$ cat config.mk
export PLATFORM = sky130hd
export DESIGN_NAME = lowest_free_index_binder_core
export DESIGN_NICKNAME = d
export VERILOG_FILES = /design/src/rtl/lfib_pkg.sv /design/src/rtl/lfib_ctrl.sv /design/src/rtl/lfib_datapath.sv /design/src/rtl/lowest_free_index_binder_core.sv
export SDC_FILE = /design/constraint.sdc
export NUM_CORES = 1
export LEC_CHECK = 0
export BUFFER_PORTS_ARGS = -buffer_cell sky130_fd_sc_hd__buf_2
export CORE_AREA = 4 4 130 101
export DETAILED_ROUTE_END_ITERATION = 16
export DIE_AREA = 0 0 134 105
export PLACE_DENSITY_LB_ADDON = 0.3
export SETUP_SLACK_MARGIN = 0.15
export SLEW_MARGIN = 20
export SYNTH_ARGS = -nofsm -noshare
export SYNTH_HDL_FRONTEND = slang
export SYNTH_HIERARCHICAL = 1
export SYNTH_SLANG_ARGS = --single-unit
$ cat constraint.sdc
create_clock -name i_clk -period 3.25 [get_ports i_clk]
set_input_delay 0 -clock i_clk [delete_from_list [all_inputs] [get_ports i_clk]]
set_output_delay 0 -clock i_clk [all_outputs]
set_load 0.01 [all_outputs]
$ cat src/rtl/lfib_pkg.sv
// Shared types, codes and sizing constants for the lowest-free index binder.
// Used by the controller, the slot datapath and the top level. No dependencies.
package lfib_pkg;

    localparam int NUM_INDEXES = 8;
    localparam int KEY_BITS    = 8;
    localparam int IDX_BITS    = (NUM_INDEXES > 1) ? $clog2(NUM_INDEXES) : 1;

    localparam int CMD_BITS    = 2;
    localparam int SKEY_BITS   = 8;
    localparam int BIDX_BITS   = 3;
    localparam int STAT_BITS   = 3;

    typedef logic [KEY_BITS-1:0] t_key;
    typedef logic [IDX_BITS-1:0] t_idx;

    typedef enum logic [CMD_BITS-1:0] {
        CMD_ACQUIRE = 2'd0,
        CMD_RELEASE = 2'd1,
        CMD_CLEAR   = 2'd2,
        CMD_NOP     = 2'd3
    } t_cmd;

    typedef enum logic [STAT_BITS-1:0] {
        ST_EXISTING = 3'd0,
        ST_NEW      = 3'd1,
        ST_FULL     = 3'd2,
        ST_RELEASED = 3'd3,
        ST_MISS     = 3'd4,
        ST_CLEARED  = 3'd5
    } t_status;

    typedef struct packed {
        logic [CMD_BITS-1:0]  cmd;
        logic [SKEY_BITS-1:0] slice_key;
    } t_in_item;

    typedef struct packed {
        logic [BIDX_BITS-1:0] bound_index;
        t_status              status;
    } t_out_item;

    // Controller to datapath
    typedef struct packed {
        logic load_in;
        logic exec;
        logic out_take;
    } t_ctl;

    // Datapath to controller
    typedef struct packed {
        logic out_valid;
    } t_dp_sts;

    typedef enum logic {
        S_IDLE = 1'b0,
        S_EXEC = 1'b1
    } t_state;

endpackage

$ cat src/rtl/lfib_ctrl.sv
// Sequencing controller for the lowest-free index binder: capture, then execute.
// Depends on lfib_pkg for the state, command and status structs.
module lfib_ctrl (
    input  logic             i_clk,
    input  logic             i_rst_n,
    input  logic             i_in_valid,
    output logic             o_in_stall,
    input  logic             i_out_stall,
    input  lfib_pkg::t_dp_sts i_sts,
    output lfib_pkg::t_ctl   o_ctl
);
    import lfib_pkg::*;

    t_state r_state;
    t_state n_state;
    logic   w_take;

    always_ff @(posedge i_clk) begin
        if (!i_rst_n) begin
            r_state <= S_IDLE;
        end else begin
            r_state <= n_state;
        end
    end

    assign w_take = i_sts.out_valid && !i_out_stall;

    always_comb begin
        n_state        = r_state;
        o_ctl.load_in  = 1'b0;
        o_ctl.exec     = 1'b0;
        o_ctl.out_take = w_take;
        o_in_stall     = 1'b0;
        unique case (r_state)
            S_IDLE: begin
                if (i_in_valid) begin
                    o_ctl.load_in = 1'b1;
                    n_state       = S_EXEC;
                end
            end
            S_EXEC: begin
                o_in_stall = 1'b1;
                // hold until the result register is free or drains this cycle
                if (!i_sts.out_valid || w_take) begin
                    o_ctl.exec = 1'b1;
                    n_state    = S_IDLE;
                end
            end
            default: begin
                n_state = S_IDLE;
            end
        endcase
    end

endmodule

$ cat src/rtl/lfib_datapath.sv
// Slot table, parallel key compare, lowest-free search and result register.
// Depends on lfib_pkg; driven by lfib_ctrl through the t_ctl command struct.
module lfib_datapath (
    input  logic               i_clk,
    input  logic               i_rst_n,
    input  lfib_pkg::t_ctl     i_ctl,
    input  lfib_pkg::t_in_item i_in,
    output lfib_pkg::t_dp_sts  o_sts,
    output lfib_pkg::t_out_item o_out
);
    import lfib_pkg::*;

    logic [CMD_BITS-1:0]    r_cmd;
    t_key                   r_key;
    logic [NUM_INDEXES-1:0] r_slot_valid;
    t_key                   r_slot_key [NUM_INDEXES];
    logic                   r_out_valid;
    t_out_item              r_out;

    logic [NUM_INDEXES-1:0] w_hit_vec;
    logic                   w_hit_any;
    t_idx                   w_hit_idx;
    logic                   w_free_any;
    t_idx                   w_free_idx;
    t_idx                   w_res_idx;
    t_status                w_res_status;

    // Compare every slot and pick the lowest hit and the lowest free slot
    always_comb begin
        w_hit_any  = 1'b0;
        w_hit_idx  = '0;
        w_free_any = 1'b0;
        w_free_idx = '0;
        for (int i = 0; i < NUM_INDEXES; i++) begin
            w_hit_vec[i] = r_slot_valid[i] && (r_slot_key[i] == r_key);
        end
        for (int i = NUM_INDEXES - 1; i >= 0; i--) begin
            if (w_hit_vec[i]) begin
                w_hit_any = 1'b1;
                w_hit_idx = IDX_BITS'(i);
            end
            if (!r_slot_valid[i]) begin
                w_free_any = 1'b1;
                w_free_idx = IDX_BITS'(i);
            end
        end
    end

    always_comb begin
        w_res_idx    = '0;
        w_res_status = ST_MISS;
        unique case (r_cmd)
            CMD_ACQUIRE: begin
                if (w_hit_any) begin
                    w_res_idx    = w_hit_idx;
                    w_res_status = ST_EXISTING;
                end else if (w_free_any) begin
                    w_res_idx    = w_free_idx;
                    w_res_status = ST_NEW;
                end else begin
                    w_res_status = ST_FULL;
                end
            end
            CMD_RELEASE: begin
                if (w_hit_any) begin
                    w_res_idx    = w_hit_idx;
                    w_res_status = ST_RELEASED;
                end
            end
            CMD_CLEAR: begin
                w_res_status = ST_CLEARED;
            end
            default: begin
                w_res_status = ST_MISS;
            end
        endcase
    end

    // Input capture and result payload
    always_ff @(posedge i_clk) begin
        if (i_ctl.load_in) begin
            r_cmd <= i_in.cmd;
            r_key <= KEY_BITS'(i_in.slice_key);
        end
        if (i_ctl.exec) begin
            r_out.bound_index <= BIDX_BITS'(w_res_idx);
            r_out.status      <= w_res_status;
        end
        if (i_ctl.exec && (r_cmd == CMD_ACQUIRE) && !w_hit_any && w_free_any) begin
            r_slot_key[w_free_idx] <= r_key;
        end
    end

    always_ff @(posedge i_clk) begin
        if (!i_rst_n) begin
            r_slot_valid <= '0;
            r_out_valid  <= 1'b0;
        end else begin
            if (i_ctl.exec) begin
                r_out_valid <= 1'b1;
            end else if (i_ctl.out_take) begin
                r_out_valid <= 1'b0;
            end
            if (i_ctl.exec) begin
                unique case (r_cmd)
                    CMD_ACQUIRE: begin
                        if (!w_hit_any && w_free_any) begin
                            r_slot_valid[w_free_idx] <= 1'b1;
                        end
                    end
                    CMD_RELEASE: begin
                        if (w_hit_any) begin
                            r_slot_valid[w_hit_idx] <= 1'b0;
                        end
                    end
                    CMD_CLEAR: begin
                        r_slot_valid <= '0;
                    end
                    default: begin
                        r_slot_valid <= r_slot_valid;
                    end
                endcase
            end
        end
    end

    assign o_sts.out_valid = r_out_valid;
    assign o_out           = r_out;

    // A key is bound to at most one slot
    a_unique_hit: assert property (@(posedge i_clk) disable iff (!i_rst_n)
        $onehot0(w_hit_vec))
        else $error("key matches more than one slot");

    // Never overwrite a result that has not been taken
    a_no_overwrite: assert property (@(posedge i_clk) disable iff (!i_rst_n)
        i_ctl.exec |-> (!r_out_valid || i_ctl.out_take))
        else $error("result register overwritten");

    a_clear_empties: assert property (@(posedge i_clk) disable iff (!i_rst_n)
        (i_ctl.exec && (r_cmd == CMD_CLEAR)) |=> (r_slot_valid == '0))
        else $error("clear left a binding");

    a_new_bind: assert property (@(posedge i_clk) disable iff (!i_rst_n)
        (i_ctl.exec && (w_res_status == ST_NEW)) |=> r_slot_valid[$past(w_free_idx)])
        else $error("new binding not marked valid");

endmodule

$ cat src/rtl/lowest_free_index_binder_core.sv
// Lowest-free index binder: the capture-then-execute controller sequence captures an item
// and then executes it, and takes no new item until that one has executed;
// a result waiting in the output register does not block the capture of the next item,
// but execution holds while that register is still full. Acquire returns the index bound
// to the key or binds the lowest free index; release frees it; clear drops all bindings.
// Depends on lfib_pkg, lfib_ctrl and lfib_datapath.
module lowest_free_index_binder_core (
    input  logic                i_clk,
    input  logic                i_rst_n,
    input  logic                i_in_valid,
    output logic                o_in_stall,
    input  lfib_pkg::t_in_item  i_in,
    output logic                o_out_valid,
    input  logic                i_out_stall,
    output lfib_pkg::t_out_item o_out
);
    import lfib_pkg::*;

    t_ctl    w_ctl;
    t_dp_sts w_sts;

    lfib_ctrl u_ctrl (
        .i_clk       (i_clk),
        .i_rst_n     (i_rst_n),
        .i_in_valid  (i_in_valid),
        .o_in_stall  (o_in_stall),
        .i_out_stall (i_out_stall),
        .i_sts       (w_sts),
        .o_ctl       (w_ctl)
    );

    lfib_datapath u_datapath (
        .i_clk   (i_clk),
        .i_rst_n (i_rst_n),
        .i_ctl   (w_ctl),
        .i_in    (i_in),
        .o_sts   (w_sts),
        .o_out   (o_out)
    );

    assign o_out_valid = w_sts.out_valid;

endmodule
## Yosys cells after proc, flatten, opt, wreduce, memory -nomap -nowiden

Memory sizes are Yosys's and may differ from the RTL's.
Index checks and enable logic that the tools add are counted.

| operators by class | value |
|---|---|
| order comparisons | 4 |
| equal/unequal tests | 12 |
| muxes and demuxes | 58 |
| bitwise logic cells | 4 |
| reductions and logical operators | 23 |

Operator list:

| operator | count |
|---|---|
| 8-bit == test | 8 |
| 3-bit 2-to-1 mux | 21 |
| 1-bit 2-to-1 mux | 28 |
| 8-bit case mux with 3 select lines | 1 |
| 8-bit 2-to-1 mux | 2 |
| 1-bit logical AND | 15 |
| 3-bit case mux with 3 select lines | 1 |
| 8-bit AND | 1 |
| 3-bit by 4-bit less-than comparator with 1-bit output, second input constant | 2 |
| 8-bit inverter | 1 |
| 8-bit bitwise OR | 1 |
| 1-bit demux with 3-bit select | 2 |
| 3-bit by 1-bit greater-or-equal comparator with 1-bit output, second input constant | 2 |
| 3-bit case mux with 2 select lines | 1 |
| 4-bit AND reduction | 1 |
| 1-bit zero test | 3 |
| 3-bit nonzero test | 1 |
| 2-bit by 1-bit == test with 1-bit output, second input constant | 1 |
| 2-bit == test, second input constant | 1 |
| 2-bit zero test | 1 |
| 2-bit 2-to-1 mux | 1 |
| 2-bit by 1-bit != test with 1-bit output, second input constant | 1 |
| 2-bit != test, second input constant | 1 |
| 1-bit case mux with 2 select lines | 1 |
| 3 further kinds | 3 |

| word-level totals | value |
|---|---|
| register bits | 26 |
| memory bits (writable) | 64 |
| memories | 1 |

Memory list:

| memory | depth | width | rd ports | clocked after Yosys merged registers in | write ports | line | text |
|---|---|---|---|---|---|---|---|
| u_datapath.r_slot_key | 8 | 8 | 8 | 0 | 1 | lfib_datapath.sv:16 | `t_key r_slot_key [NUM_INDEXES];` |

## Longest topological paths before layout

An unclocked memory read counts as a cell.

| depth | value |
|---|---|
| depth in word-level cells | 19 |
| gate-level depth with buffers | 10 |
| gate-level depth less buffers | 8 |

## Hierarchy

The synthesis kept the hierarchy.

By module, submodules not included:

| module | instances | cells an instance | area each (µm²) |
|---|---|---|---|
| lfib_datapath | 1 | 317 | 4120.2 |
| lfib_ctrl | 1 | 7 | 61.3 |

## Worst setup path before layout

OpenSTA, ideal clock, no wires.

| timing path | value |
|---|---|
| path type | register -> register |
| start | reg u_datapath.r_key[1] |
| end | mem u_datapath/r_slot_key[1][0] (netlist name) (enable) |
| library setup time | 370 ps |
| arrival time | 2491 ps |
| data required time | 2880 ps |
| slack | 389 ps |
| stages on the path, launching flop included | 11 |
| period minus slack after synthesis | 2861 ps |
| cells stage by stage | edfxtp_1 buf_6 xnor2_1 nand4_1 nor4_2 or2_0 buf_6 or3_1 nor2_2 nand4_1 nor2_1 |

| on the way | value |
|---|---|
| word-level cells in the longest chain between the ends | 15 |
| elaborated cells on any way between the ends | 29 |

RTL lines:

| what | line | text |
|---|---|---|
| start: declaration | lfib_datapath.sv:14 | `t_key r_key;` |
| start signal: assignment | lfib_datapath.sv:83 | `r_key <= KEY_BITS'(i_in.slice_key);` |
| 8-bit == test | lfib_datapath.sv:35 | `w_hit_vec[i] = r_slot_valid[i] && (r_slot_key[i] == r_key);` |
| 1-bit logical AND | lfib_datapath.sv:35 |  |
| 1-bit 2-to-1 mux (7 in a row) | lfib_datapath.sv:38 | `if (w_hit_vec[i]) begin` |
| 1-bit 2-to-1 mux (*) | lfib_datapath.sv:38 |  |
| 1-bit zero test (*) | lfib_datapath.sv:89 | `if (i_ctl.exec && (r_cmd == CMD_ACQUIRE) && !w_hit_any && w_free_any) begin` |
| 1-bit logical AND (*) (2 in a row) | lfib_datapath.sv:89 |  |
| 1-bit 2-to-1 mux (*) | lfib_datapath.sv:89 |  |
| 1-bit 2-to-1 mux (implied by the code) (*) | lfib_datapath.sv:90 | `r_slot_key[w_free_idx] <= r_key;` |
| end: declaration | lfib_datapath.sv:16 |  |

Mark *: on every way between the ends. The rest lies on a longest branch, timed or not.

## Final worst setup path

| timing path | value |
|---|---|
| start | reg u_datapath.r_key[3] |
| end | mem u_datapath/r_slot_key[1][0] (netlist name) (enable) |

The elaborated chain is that of the path after synthesis.

==> summary.md <==
| Metric | Value |
|---|---|
| Total track usage | `12.8%` |
| Layout area overhead | `19.8%` |
| Vias/cell | `4.77` |
| RSZ-0062 raised after global routing | `false` |
| Worst-Margin Slew | `0.742 ns` |
| Largest family of logic cells by synthesized area | `XOR/XNOR gates` |
| ANT nets after route | `0` |
| ANT cells | `0` |
| Worst-path clk slew | `0.06 ns` |
| Final WS setup | `0.403 ns` |
| WP data arrival | `2.90 ns` |
| H-tree depth | `3` |
| Flop pwr share | `50.9%` |
| R2R setup slack | `0.40 ns` |
| Row cnt | `35` |
| Seq cells post-synth | `90` |
| Cells after Synth | `324` |
| Post-Place Worst Slack | `0.408 ns` |
| Tmin final | `2.85 ns` |
| Starting Density | `35.0%` |
| Largest stage delay on the critical path | `0.47 ns` |
| Clock buffer depth | `2` |
| Cell chain of the critical path | `buf_4 -> xnor2_1 -> nand4_1 -> nor3_1 -> or2_0 -> or3_1 -> nor2_2 -> nand4_1 -> nor2_1 -> buf_4` |
| R2R cell count | `10` |
| Compound-cell area share of the yosys netlist | `6.94%` |
| Internal power | `2.02 mW` |
| YS warnings | `6` |
| R2R Path End | `u_datapath/r_slot_key[1][0]$_DFFE_PP_` |
| CP Capture Type | `flop` |
| Crit Path Class | `flop to flop` |
| Min-Delay Endpoint | `u_datapath/r_cmd[1]$_DFFE_PP_` |
| Primary FF master, synth | `edfxtp_1` |
| Worst Path Buf+Inv | `2` |
| CP Max Fanout | `16` |
| Fillers | `1092` |
| Drt pass-1 iters | `4` |
| Clock power frac | `42.5%` |
| Area leader, netlist | `edfxtp_1` |
| Die footprint | `14100 µm²` |
| Async S/R FF share, synth | `0%` |
| Status | `complete, no violations` |
| Synth Area in Simple Gates | `12.3%` |
| Number of port buffers | `21` |
| Routed WL | `8550 µm` |
| Root buf cell | `clkbuf_16` |
| Leak | `1.66 nW` |
| R2R Path Start | `u_datapath/r_key[3]$_DFFE_PP_` |
| I/O Pins | `22` |
| Via count | `2631` |
| Core area | `12000 µm²` |
| Sink Count | `90` |
| Worst rel slew slack | `50.4%` |
| Synth area leaders | `edfxtp_1 57%, xnor2_1 10%, dfxtp_1 4.8%` |
| Syn nets | `342` |
| Number of synthesized flops with an enable pin | `80` |
| Max Cap Violations | `0` |
| Adder-Cell Fraction of Synth Area | `1.20%` |
| NetSw | `0.506 mW` |
| DRC violations left | `0` |
| Hpwl dp | `6060 µm` |
| Largest net degree at the start of global routing | `17` |
| Worst path top cell family by delay | `simple AND/OR/NAND/NOR gates` |
| Count leader, synth | `edfxtp_1` |
| Initial DRC Count | `227` |
| Comb pwr share | `6.6%` |
| Area of the multi-input gates | `1410 µm²` |
| Post-synth cell types | `42` |
| Peak supply drop | `0.000304 V` |
| Period Utilization, post-route | `87.6%` |
| Worst Hold Depth | `2` |
| Die Span Y | `105 µm` |
| CTS tree | `done` |
| Synth Cell Area | `4180 µm²` |
| Slew Limit Fails | `0` |
| Power density over the cells | `503 nW/µm²` |
| WL/cell | `15.5 µm` |
| Setup TNS | `0 ns` |
| CP max stage cell | `or3_1` |
| Final hold viol count | `0` |
| Switching Share | `20.1%` |
| Final Util | `41.9%` |
| Final setup fails | `0` |
| Setup crit start kind | `flop` |
| Clock skew | `0.00599 ns` |
| First-pass GRT wire length | `13800 µm` |
| Flip-flop and latch area | `2600 µm²` |
| Layout Nets | `400` |
| Seq/Total Area, Yosys | `62.2%` |
| Width of the die | `134 µm` |
| Placer Congestion | `0.940` |
| Req. time, crit path | `3.30 ns` |
| # resized after CTS | `0` |
| Final hold slack | `0.214 ns` |
| Synth cell count leaders | `80 x edfxtp_1, 49 x xnor2_1, 24 x nor2_1, 21 x nand2_1, 15 x xor2_1` |
| Peak Freq | `0.351 GHz` |
| Antenna violations before repair | `0` |
| GR Overflow Total | `0` |
| Clock latency on the worst-skew pair | `0.34 ns` |
| Share of cells above drive strength 1 | `17.4%` |
| Worst hold path class | `input port to flop` |
| CTS Buf Count | `9` |
| Mean Syn Cell Area | `12.9 µm²` |
| Multiplexer share of the synthesized area | `0%` |
| Hold path startpoint | `i_in_valid` |
| Vias in the first global route | `2535` |
| XOR/XNOR share of the synthesized area | `13.4%` |
| Top cell type's share of synthesized area | `57.5%` |
==> layer usage <==
layer	vias to the layer above	global-route usage (%)	wire length [µm]
li1	1295	-	-
met1	1258	19.3	4450
met2	67	17.5	3540
met3	11	3.85	442
met4	0	3.82	111
met5	-	0	0
==> layout make-up <==
| type | instances | area share (%) |
|---|---|---|
| clock buffer | 10 | 4.57 |
| timing repair buffer | 60 | 8.79 |
| clock inverter | 5 | 1.60 |
| sequential | 90 | 51.9 |
| tap | 166 | 4.14 |
| inverter | 10 | 0.749 |
| multi-input combinational | 211 | 28.2 |
==> sequential cells by signal, summed over array words and instances, names as in the netlist <==
| signal | flops |
|---|---|
| u_ctrl/r_state | 1 |
| u_datapath/o_out | 6 |
| u_datapath/o_sts | 1 |
| u_datapath/r_cmd | 2 |
| u_datapath/r_key | 8 |
| u_datapath/r_slot_key | 64 |
| u_datapath/r_slot_valid | 8 |
==> cell usage in the layout, fill, tap and decap left out, drive strengths merged, types with 3 or more instances in the layout <==
cell | netlist | final
ha | 4 | 4
a21boi | 4 | 4
a211oi | 7 | 7
o21ai | 11 | 11
xor2 | 15 | 15
nand3 | 11 | 11
nand4 | 14 | 14
xnor2 | 49 | 49
nor4 | 3 | 3
nor2b | 3 | 3
clkbuf | 2 | 10
a21oi | 9 | 9
dlygate4sd3 | 0 | 12
inv | 10 | 10
nor2 | 25 | 25
nand2 | 21 | 21
edfxtp | 80 | 80
or3 | 4 | 4
a31oi | 4 | 4
o41ai | 3 | 3
buf | 11 | 48
dfxtp | 10 | 10
nor3 | 7 | 7
==> through the flow <==
step / instance area, µm² / std cells / total power [mW]
final: 5010 / 552 / 2.52
after global routing: 5010 / 552 / 2.62
after CTS: 5010 / 552 / 2.55
after detailed placement: 4580 / 525 / 1.46
after global placement: 4580 / 525 / 1.46
after floorplan: 4180 / 324 / 1.42
==> timing repair <==
action | CTS | global route
hold buffers | 12 | 0
buffers inserted | 0 | 0
hold endpoints to repair | 13 | 0
==> worst register-to-register path, cell delays in order, from the launching register on <==
cell and delay [ns]:
edfxtp_1 0.35, buf_4 0.23, xnor2_1 0.18, nand4_1 0.11, nor3_1 0.06, or2_0 0.24
or3_1 0.47, nor2_2 0.23, nand4_1 0.28, nor2_1 0.21, buf_4 0.19
==> logic make-up after synthesis <==
family | after synthesis
adders and majority gates | 4
AOI/OAI and AO/OA | 44
buffers and inverters | 23
xor gates and xnor gates | 64
DFF | 90
and+or+nand+nor | 99
==> power by group through the flow <==
stage | registers [mW] | logic, mW | clock network [mW]
global placement | 1.31 | 0.155 | 0
global route | 1.28 | 0.183 | 1.15
CTS | 1.28 | 0.169 | 1.10
finish | 1.28 | 0.166 | 1.07
floorplan | 1.32 | 0.100 | 0
detailed placement | 1.31 | 0.157 | 0
==> how the worst max path moves through the flow <==
stage	startpoint	cells after the start	slack [ns]	to
after detailed placement	u_datapath/r_key[3]$_DFFE_PP_	10	0.41	u_datapath/r_slot_key[1][4]$_DFFE_PP_
after global placement	u_datapath/r_key[3]$_DFFE_PP_	10	0.48	u_datapath/r_slot_key[5][3]$_DFFE_PP_
after CTS	u_datapath/r_key[3]$_DFFE_PP_	10	0.39	u_datapath/r_slot_key[1][7]$_DFFE_PP_
final	u_datapath/r_key[3]$_DFFE_PP_	10	0.40	u_datapath/r_slot_key[1][0]$_DFFE_PP_
after floorplan	u_datapath/r_key[1]$_DFFE_PP_	10	0.39	u_datapath/r_slot_key[1][0]$_DFFE_PP_
after global routing	u_datapath/r_key[3]$_DFFE_PP_	10	0.23	u_datapath/r_slot_key[4][5]$_DFFE_PP_
Power figures use the tool's default switching activity.
